## config.mk

```make
export PLATFORM = sky130hd
export DESIGN_NAME = mpid_front_flat
export DESIGN_NICKNAME = d
export VERILOG_FILES = /design/src/design/mpid_pkg.sv /design/src/design/mpid_in_if.sv /design/src/design/mpid_front.sv /design/src/flat_wrapper.sv
export VERILOG_INCLUDE_DIRS = /design/src /design/src/design
export SDC_FILE = /design/constraint.sdc
export NUM_CORES = 1
export LEC_CHECK = 0
export BUFFER_PORTS_ARGS = -buffer_cell sky130_fd_sc_hd__buf_2
export CELL_PAD_IN_SITES_DETAIL_PLACEMENT = 1
export CELL_PAD_IN_SITES_GLOBAL_PLACEMENT = 1
export CORE_AREA = 4 4 163 165
export CTS_CLUSTER_SIZE = 24
export DETAILED_ROUTE_END_ITERATION = 8
export DIE_AREA = 0 0 167 169
export HOLD_SLACK_MARGIN = 0.1
export PLACE_DENSITY = 0.75
export SLEW_MARGIN = 20
export SYNTH_ARGS = -nofsm -noshare
export SYNTH_HDL_FRONTEND = slang
export SYNTH_SLANG_ARGS = --single-unit
```

## constraint.sdc

```tcl
create_clock -name clk_i -period 3.3 [get_ports clk_i]
set_input_delay 0.66 -clock clk_i [delete_from_list [all_inputs] [get_ports clk_i]]
set_output_delay 0.66 -clock clk_i [all_outputs]
set_load 0.03 [all_outputs]
```

## src/design/multichannel_pid_step_defines.svh

```systemverilog
// Assertion helpers shared by the design files.
// Each macro samples on clk_i and is disabled while rst_ni is low.
`ifndef MULTICHANNEL_PID_STEP_DEFINES_SVH
`define MULTICHANNEL_PID_STEP_DEFINES_SVH

// Same-cycle implication: when ante holds, cons must hold in that cycle.
`define MPID_ASSERT_IMP(lbl, ante, cons, msg) \
  lbl: assert property (@(posedge clk_i) disable iff (!rst_ni) (ante) |-> (cons)) \
    else $error(msg);

// Next-cycle implication: when ante holds, cons must hold in the following cycle.
`define MPID_ASSERT_NXT(lbl, ante, cons, msg) \
  lbl: assert property (@(posedge clk_i) disable iff (!rst_ni) (ante) |=> (cons)) \
    else $error(msg);

`endif

```

## src/design/mpid_pkg.sv

```systemverilog
package mpid_pkg;

  // Field widths
  localparam int DATA_W    = 32;
  localparam int CHN_W     = 4;
  localparam int IDX_W     = 3;

  // Bank size and fixed-point format
  localparam int CHANNELS  = 16;
  localparam int FRAC_BITS = 16;
  localparam int CH_W      = (CHANNELS > 1) ? $clog2(CHANNELS) : 1;

  // Queue between front and back; depth is a power of two
  localparam int QDEPTH    = 4;
  localparam int QP_W      = (QDEPTH > 1) ? $clog2(QDEPTH) : 1;
  localparam int CNT_W     = $clog2(QDEPTH + 1);

  localparam logic signed [DATA_W-1:0] SAT_MAX = {1'b0, {(DATA_W-1){1'b1}}};
  localparam logic signed [DATA_W-1:0] SAT_MIN = {1'b1, {(DATA_W-1){1'b0}}};

  typedef enum logic [0:0] {
    OP_STEP  = 1'b0,
    OP_WRITE = 1'b1
  } op_e;

  typedef enum logic [IDX_W-1:0] {
    COEF_KP      = 3'd0,
    COEF_KI      = 3'd1,
    COEF_KD      = 3'd2,
    COEF_DEAD    = 3'd3,
    COEF_INT_LIM = 3'd4,
    COEF_OUT_LIM = 3'd5
  } coef_e;

  // One classified beat: writes carry the value in data_a
  typedef struct packed {
    logic                     is_write;
    logic [CHN_W-1:0]         channel;
    coef_e                    coef;
    logic signed [DATA_W-1:0] data_a;
    logic signed [DATA_W-1:0] data_b;
  } q_entry_t;

  typedef struct packed {
    logic     valid;
    q_entry_t entry;
  } q_head_t;

  // Saturate a 34-bit signed value to 32 bits
  function automatic logic signed [DATA_W-1:0] sat34(input logic signed [DATA_W+1:0] v);
    logic signed [DATA_W-1:0] r;
    if (v[DATA_W+1:DATA_W-1] == 3'b000 || v[DATA_W+1:DATA_W-1] == 3'b111) begin
      r = v[DATA_W-1:0];
    end else begin
      r = v[DATA_W+1] ? SAT_MIN : SAT_MAX;
    end
    return r;
  endfunction

  // Arithmetic shift of a full product by the fraction width, then saturate
  function automatic logic signed [DATA_W-1:0] scale_prod(
    input logic signed [2*DATA_W-1:0] p
  );
    logic signed [2*DATA_W-1:0] s;
    logic signed [DATA_W-1:0]   r;
    s = p >>> FRAC_BITS;
    if ((&s[2*DATA_W-1:DATA_W-1]) || !(|s[2*DATA_W-1:DATA_W-1])) begin
      r = s[DATA_W-1:0];
    end else begin
      r = s[2*DATA_W-1] ? SAT_MIN : SAT_MAX;
    end
    return r;
  endfunction

  // Symmetric clamp: upper bound first, then the negated bound
  function automatic logic signed [DATA_W-1:0] clamp_sym(
    input logic signed [DATA_W-1:0] v,
    input logic signed [DATA_W-1:0] lim
  );
    logic signed [DATA_W:0]   nlim;
    logic signed [DATA_W-1:0] t;
    nlim = -$signed({lim[DATA_W-1], lim});
    t    = (v > lim) ? lim : v;
    if ($signed({t[DATA_W-1], t}) < nlim) begin
      t = (nlim[DATA_W] != nlim[DATA_W-1]) ? SAT_MAX : nlim[DATA_W-1:0];
    end
    return t;
  endfunction

endpackage

```

## src/design/mpid_in_if.sv

```systemverilog
interface mpid_in_if import mpid_pkg::*; ();
  logic                     valid;
  logic                     ready;
  logic                     operation;
  logic [CHN_W-1:0]         channel;
  logic signed [DATA_W-1:0] target;
  logic signed [DATA_W-1:0] measure;
  logic [IDX_W-1:0]         coef_index;
  logic signed [DATA_W-1:0] coef_value;

  modport source (
    output valid, operation, channel, target, measure, coef_index, coef_value,
    input  ready
  );
  modport sink (
    input  valid, operation, channel, target, measure, coef_index, coef_value,
    output ready
  );
endinterface

```

## src/design/mpid_front.sv

```systemverilog
`include "multichannel_pid_step_defines.svh"

module mpid_front import mpid_pkg::*; (
  input  logic       clk_i,
  input  logic       rst_ni,
  mpid_in_if.sink    in_i,
  input  logic       pop_i,
  output q_head_t    head_o
);

  logic [QP_W-1:0]  wr_ptr_q, wr_ptr_d;
  logic [QP_W-1:0]  rd_ptr_q, rd_ptr_d;
  logic [CNT_W-1:0] count_q, count_d;
  q_entry_t         mem_q [QDEPTH];
  q_entry_t         entry_d;
  logic             ch_ok;
  logic             keep;
  logic             push;

  // Classify the incoming beat: drop anything that has no effect
  always_comb begin
    ch_ok = 32'(in_i.channel) < 32'(CHANNELS);
    if (in_i.operation == OP_WRITE) begin
      keep = ch_ok && (in_i.coef_index <= COEF_OUT_LIM);
    end else begin
      keep = ch_ok;
    end
    entry_d.is_write = (in_i.operation == OP_WRITE);
    entry_d.channel  = in_i.channel;
    entry_d.coef     = coef_e'(in_i.coef_index);
    entry_d.data_a   = (in_i.operation == OP_WRITE) ? in_i.coef_value : in_i.target;
    entry_d.data_b   = in_i.measure;
  end

  assign in_i.ready = (count_q != CNT_W'(QDEPTH));
  assign push       = in_i.valid && in_i.ready && keep;

  // Advance pointers and occupancy
  always_comb begin
    wr_ptr_d = wr_ptr_q;
    rd_ptr_d = rd_ptr_q;
    count_d  = count_q;
    if (push) begin
      wr_ptr_d = (wr_ptr_q == QP_W'(QDEPTH - 1)) ? '0 : wr_ptr_q + 1'b1;
    end
    if (pop_i) begin
      rd_ptr_d = (rd_ptr_q == QP_W'(QDEPTH - 1)) ? '0 : rd_ptr_q + 1'b1;
    end
    if (push && !pop_i) begin
      count_d = count_q + 1'b1;
    end else if (!push && pop_i) begin
      count_d = count_q - 1'b1;
    end
  end

  always_ff @(posedge clk_i or negedge rst_ni) begin
    if (!rst_ni) begin
      wr_ptr_q <= '0;
      rd_ptr_q <= '0;
      count_q  <= '0;
    end else begin
      wr_ptr_q <= wr_ptr_d;
      rd_ptr_q <= rd_ptr_d;
      count_q  <= count_d;
    end
  end

  // Hold queued beats
  always_ff @(posedge clk_i) begin
    if (push) begin
      mem_q[wr_ptr_q] <= entry_d;
    end
  end

  assign head_o.valid = (count_q != '0);
  assign head_o.entry = mem_q[rd_ptr_q];

  `MPID_ASSERT_IMP(a_pop_nonempty, pop_i, count_q != '0, "pop from an empty queue")
  `MPID_ASSERT_IMP(a_count_bound, 1'b1, count_q <= CNT_W'(QDEPTH), "queue overfilled")

endmodule

```

## src/flat_wrapper.sv

```systemverilog
// flat-port wrapper written by rule: the top's interface ports become plain ports
module mpid_front_flat import mpid_pkg::*;
  (clk_i, rst_ni, pop_i, head_o, in_i_valid, in_i_operation, in_i_channel, in_i_target, in_i_measure, in_i_coef_index, in_i_coef_value, in_i_ready);
  mpid_in_if in_i_i ();
  input  logic clk_i;
  input  logic rst_ni;
  input  logic pop_i;
  output q_head_t head_o;
  input wire logic [$bits(in_i_i.valid)-1:0] in_i_valid;
  input wire logic [$bits(in_i_i.operation)-1:0] in_i_operation;
  input wire logic [$bits(in_i_i.channel)-1:0] in_i_channel;
  input wire logic [$bits(in_i_i.target)-1:0] in_i_target;
  input wire logic [$bits(in_i_i.measure)-1:0] in_i_measure;
  input wire logic [$bits(in_i_i.coef_index)-1:0] in_i_coef_index;
  input wire logic [$bits(in_i_i.coef_value)-1:0] in_i_coef_value;
  output wire logic [$bits(in_i_i.ready)-1:0] in_i_ready;
  assign in_i_i.valid = in_i_valid;
  assign in_i_i.operation = in_i_operation;
  assign in_i_i.channel = in_i_channel;
  assign in_i_i.target = in_i_target;
  assign in_i_i.measure = in_i_measure;
  assign in_i_i.coef_index = in_i_coef_index;
  assign in_i_i.coef_value = in_i_coef_value;
  assign in_i_ready = in_i_i.ready;
  mpid_front u_core (.clk_i(clk_i), .rst_ni(rst_ni), .in_i(in_i_i), .pop_i(pop_i), .head_o(head_o));
endmodule
```

==> flow_metrics.tcl, run 1 <==
set metrics [dict create \
    status "finished clean" \
    cts_tree "yes" \
    drv_cap 0 \
    hold_viol_final 0 \
    ys_seq_area_share_pct 78.9 \
    post_dp_cell_area_sq_um 12600 \
    antenna_found_initial 0 \
    cts_max_path_buffers 3 \
    synthFlopType "edfxtp_1" \
    netlist_instances 450 \
    period_minus_slack_ps 3050 \
    endpoint_kind "primary output" \
    crit_path_start_kind "flop" \
    post-route-cell-area_sq_um 13500 \
    drt_pass1_iterations 4 \
    synth_edf_count 288 \
    antennaDiodeCount 0 \
    fin_util_pct 54.1 \
    syn_nets 565 \
    synth_seq_cells 295 \
    dieArea_sq_um 28200 \
    tns_ps 0 \
    clock_sinks 295 \
    drive_gt1_share_pct 51.9 \
    clockRootBuffer "clkbuf_16" \
    clk_latency_ps 540 \
    final_cell_mix "edfxtp_1 (288), buf_2 (181), mux4_2 (72), mux2_2 (35), clkbuf_16 (31)" \
    grt.total_usage_pct 16.8 \
    grt_first_pass_wirelength_um 36600 \
    via_per_inst 5.30 \
    coreArea_sq_um 25000 \
    cts.repair.resized 0 \
    period_share_pct 92.4 \
    fmax_mhz 328 \
    rows 58 \
    die_h_um 169 \
    power_density_nw_per_um2 934 \
    avgRoutedWirePerCell_um 23.4 \
    fin_nets 774 \
    numCtsBuffers 31 \
    drt-total-wl_um 23700 \
    io_pins 182 \
    synth_area_sq_um 11200 \
    total_power_uw 12600 \
    drt.antenna.violating_nets 0 \
    finalSetupViolCount 0 \
    irDropWorstVdd_mv 0.585 \
    drc 0 \
    critical_path_class "flop to primary output" \
    clock-skew-final_ps 9.86 \
    yosys_warnings 0 \
    grt_pass1_vias 6126 \
    gp_congestion 0.693 \
    postSynth.asyncResetShare_pct 2.37 \
    grt_max_degree 53 \
    initial_core_util_pct 44.7 \
    maxSlewViolCount 0 \
    crit_fanout 28 \
    gr-total-overflow 0 \
    path_clk_slew_ps 60 \
    cp_data_arrival_time_ps 2390 \
    r2r_slack_ps 1050 \
    final_common_cell "edfxtp_1" \
    worst_slew_pin_slew_ps 804 \
    dieWidth_um 167 \
    numPortBuffers 181 \
    grt_setup_unrepaired "no" \
    hpwl_um 15400 \
    p_leak_uw 0.00470 \
    relSlewSlack_pct 46.4 \
    avgSynthCellArea_sq_um 24.9 \
    syn2layout_area_growth_pct 21.0 \
    hold_path.class "primary input to flop" \
    htreeDepth 1 \
    num_vias 5353 \
    synth.distinct_cells 21 \
    required_ps 2640 \
    drt_iter0_drc 321 \
]
-- logic make-up after synthesis --
family | after synthesis | synth area share, %
xor+xnor | 3 | 0.235
fa+ha+maj | 7 | 0.850
buf+inv | 25 | 1.16
flops | 295 | 78.9
mux | 109 | 18.3
simple gates | 11 | 0.615
-- power breakdown --
part           internal [uW]  leakage (uW)  switching (uW)
Combinational           1620       0.00153            2570
Clock                   1860      0.000453            1310
Sequential              4880       0.00271             398
Total                   8370       0.00470            4280
-- sequential cells by signal, indices dropped and copies added, names as in the netlist --
name             count
u_core.rd_ptr_q      2
u_core.mem_q       288
u_core.count_q       3
u_core.wr_ptr_q      2
-- layout make-up --
type | instances | area [sq um]
Fill cell | 2233 | 11500
Sequential cell | 295 | 8830
Multi-Input combinational cell | 130 | 2240
Timing Repair Buffer | 197 | 1100
Clock buffer | 37 | 798
Tap cell | 330 | 413
Clock inverter | 17 | 139
Inverter | 4 | 15.0
-- per-stage QoR --
step	hold slack (ps)	setup WS [ps]	instances
finish	332	250	1010
global route	315	101	1010
CTS	309	169	1010
detailed placement	471	761	955
global placement	462	767	955
floorplan	364	821	450
-- critical path, cell delays in order (launching register included) --
cell and delay (ps):
dfrtp_4 720, buf_12 320, mux4_2 590, buf_2 200
-- what timing repair did --
action,in CTS,in global routing
buffers inserted,0,0
hold buffers,1,0
hold endpoints to repair,7,0
-- metal layers --
metal / share of wire, % / vias to the layer above / GRT usage, %
met1: 41 / 2792 / 22.5
met4: 1.4 / 0 / 2.85
li1: - / 2330 / -
met3: 6.9 / 32 / 3.15
met5: 0 / - / 0
met2: 51 / 199 / 29.6
-- cells in the mapped netlist (2+ instances only) --
cell,instances,area (sq um)
edfxtp_1,288,8650
mux4_2,72,1620
mux2_2,35,394
dfrtp_1,7,175
buf_4,6,45.0
ha_1,6,75.1
buf_1,5,18.8
buf_2,5,25.0
and2_2,4,30.0
clkbuf_1,4,15.0
inv_1,4,15.0
nor2_1,3,11.3
mux2_4,2,30.0
xor2_1,2,17.5
-- worst paths after layout --
| check | from | endpoint | cells after the start |
|---|---|---|---|
| hold reg to reg | u_core.count_q[2] | u_core.count_q[2] | 1 |
| setup / recovery | u_core.rd_ptr_q[0] | head_o[21] | 3 |
| setup reg to reg | u_core.count_q[1] | u_core.count_q[1] | 6 |
| hold / removal | in_i_measure[7] | u_core.mem_q[0][7] | 1 |
| max in group asynchronous | rst_ni | u_core.rd_ptr_q[0] | 2 |
| min in group asynchronous | rst_ni | u_core.rd_ptr_q[1] | 2 |
No activity file was read; power rests on OpenSTA's default activity.
==> run 2: changes to the inputs <==
--- a/config.mk
+++ b/config.mk
@@ -19,3 +19,4 @@
 export SYNTH_ARGS = -nofsm -noshare
 export SYNTH_HDL_FRONTEND = slang
 export SYNTH_SLANG_ARGS = --single-unit
+export TNS_END_PERCENT = 50
==> constraint.sdc (replaced) <==
create_clock -name clk_i -period 3.35 [get_ports clk_i]
set_input_delay 0.67 -clock clk_i [delete_from_list [all_inputs] [get_ports clk_i]]
set_output_delay 0.67 -clock clk_i [all_outputs]
set_load 0.03 [all_outputs]
==> run 2 against run 1 <==
Net effect: register-to-register slack lost 20 ps; final cell count down 0.20%; sequential share of layout area down 0.41 points; via count decreased by 0.43%; wire length grew 0.36%; critical endpoint unchanged; largest cell class unchanged.
==> flow_metrics.tcl, run 2 (synthesis results as in run 1) <==
set metrics [dict create \
    path_clk_slew_ps 60 \
    path_buf_inv 2 \
    required_ps 2680 \
    max_flop_register "u_core.mem_q" \
    avgRoutedWirePerCell_um 23.6 \
    gr-total-overflow 0 \
    cts.repair.resized 0 \
    p_leak_uw 0.00474 \
    crit_path_start_kind "flop" \
    antennaDiodeCount 0 \
    grt.total_usage_pct 16.8 \
    post-route-cell-area_sq_um 13600 \
    largest_reg_flops 288 \
    clock_sinks 295 \
    endpoint_kind "primary output" \
    numPortBuffers 181 \
    final_cell_mix "edfxtp_1 (288), buf_2 (181), mux4_2 (72), mux2_2 (35), clkbuf_16 (31)" \
    place_ws_ps 801 \
    clockRootBuffer "clkbuf_16" \
    htreeDepth 1 \
    relSlewSlack_pct 51.6 \
    cp_cell_sequence "buf_12 > mux4_2 > buf_2" \
    critical_path_class "flop to primary output" \
    cts_tree "yes" \
    fin_nets 771 \
    io_pins 182 \
    hpwl_um 15500 \
    grt_setup_unrepaired "no" \
    period_minus_slack_ps 3060 \
    tns_ps 0 \
    numCtsBuffers 30 \
    antenna_found_initial 2 \
    holdBufCountCts 1 \
    grt_first_pass_wirelength_um 36700 \
    setup_slack_ps 288 \
    coreArea_sq_um 25000 \
    dieArea_sq_um 28200 \
    post_cts_buffers 0 \
    status "finished clean" \
    drt_iter0_drc 398 \
    reg_top3 "u_core.mem_q: 288 flops, u_core.count_q: 3 flops" \
    clock-skew-final_ps 9.00 \
    cp_data_arrival_time_ps 2390 \
    critPathSlowestCell "dfrtp_4" \
    fin_util_pct 54.4 \
    drt_pass1_iterations 5 \
    crit_fanout 26 \
    dieWidth_um 167 \
    drc 0 \
    grt_max_degree 55 \
    path_delay_family "flip-flops" \
    initial_core_util_pct 44.7 \
    hold_viol_final 0 \
    rows 58 \
    fmax_mhz 327 \
    num_vias 5330 \
    dp.cells 953 \
    drive_gt1_share_pct 52.5 \
    irDropWorstVdd_mv 0.582 \
    period_share_pct 91.4 \
    final_common_cell "edfxtp_1" \
    worst_slew_pin_slew_ps 727 \
    maxSlewViolCount 0 \
    die_h_um 169 \
    grt_pass1_vias 6075 \
    power_density_nw_per_um2 937 \
    clk_latency_ps 540 \
    via_per_inst 5.29 \
    fill_cells 2211 \
    finalSetupViolCount 0 \
    fin_cells 1008 \
    cts_max_path_buffers 3 \
    hold_path.class "primary input to flop" \
    drt-total-wl_um 23800 \
    drv_cap 0 \
    post_dp_cell_area_sq_um 12600 \
    syn2layout_area_growth_pct 21.8 \
    critical_path.max_stage_delay_ps 760 \
    drt.antenna.violating_nets 0 \
    gp_congestion 0.726 \
]
==> run 2: per-stage QoR <==
stage               hold slack, ps  power [uW]
global route                   323       13400
global placement               464        9340
CTS                            319       13000
detailed placement             483        9480
finish                         346       12800
floorplan                      374        8090
==> run 2: report_power, final <==
group | internal [uW] | switching [uW]
Combinational | 1590 | 2520
Clock | 2140 | 1330
Sequential | 4810 | 386
==> run 2: cell type report <==
| class | count | area (sq um) | area share [%] |
|---|---|---|---|
| well taps | 330 | 413 | 3.03 |
| inverters | 4 | 15.0 | 0.110 |
| clock inverters | 19 | 246 | 1.81 |
| repair buffers | 195 | 1090 | 7.99 |
| flip-flops and latches | 295 | 8830 | 64.8 |
| multi-input cells | 130 | 2240 | 16.4 |
| clock buffers | 35 | 791 | 5.80 |
==> run 2: path summary, 6_finish.rpt <==
kind / startpoint / end / slack [ps] / cells after the start
setup / recovery: u_core.rd_ptr_q[0] / head_o[21] / 290 / 3
hold / removal: in_i_measure[6] / u_core.mem_q[1][6] / 350 / 1
setup reg to reg: u_core.count_q[1] / u_core.count_q[1] / 1030 / 6
hold reg to reg: u_core.count_q[2] / u_core.count_q[2] / 500 / 1
max in group asynchronous: rst_ni / u_core.rd_ptr_q[1] / 2640 / 2
min in group asynchronous: rst_ni / u_core.count_q[0] / 530 / 2
==> run 2: per-layer routing <==
layer | vias to the layer above | GRT usage, % | wire (um)
met1 | 2772 | 23.4 | 10000
met3 | 33 | 3.64 | 1650
li1 | 2319 | - | -
met5 | - | 0 | 21
met4 | 4 | 3.52 | 361
met2 | 202 | 28.0 | 11700
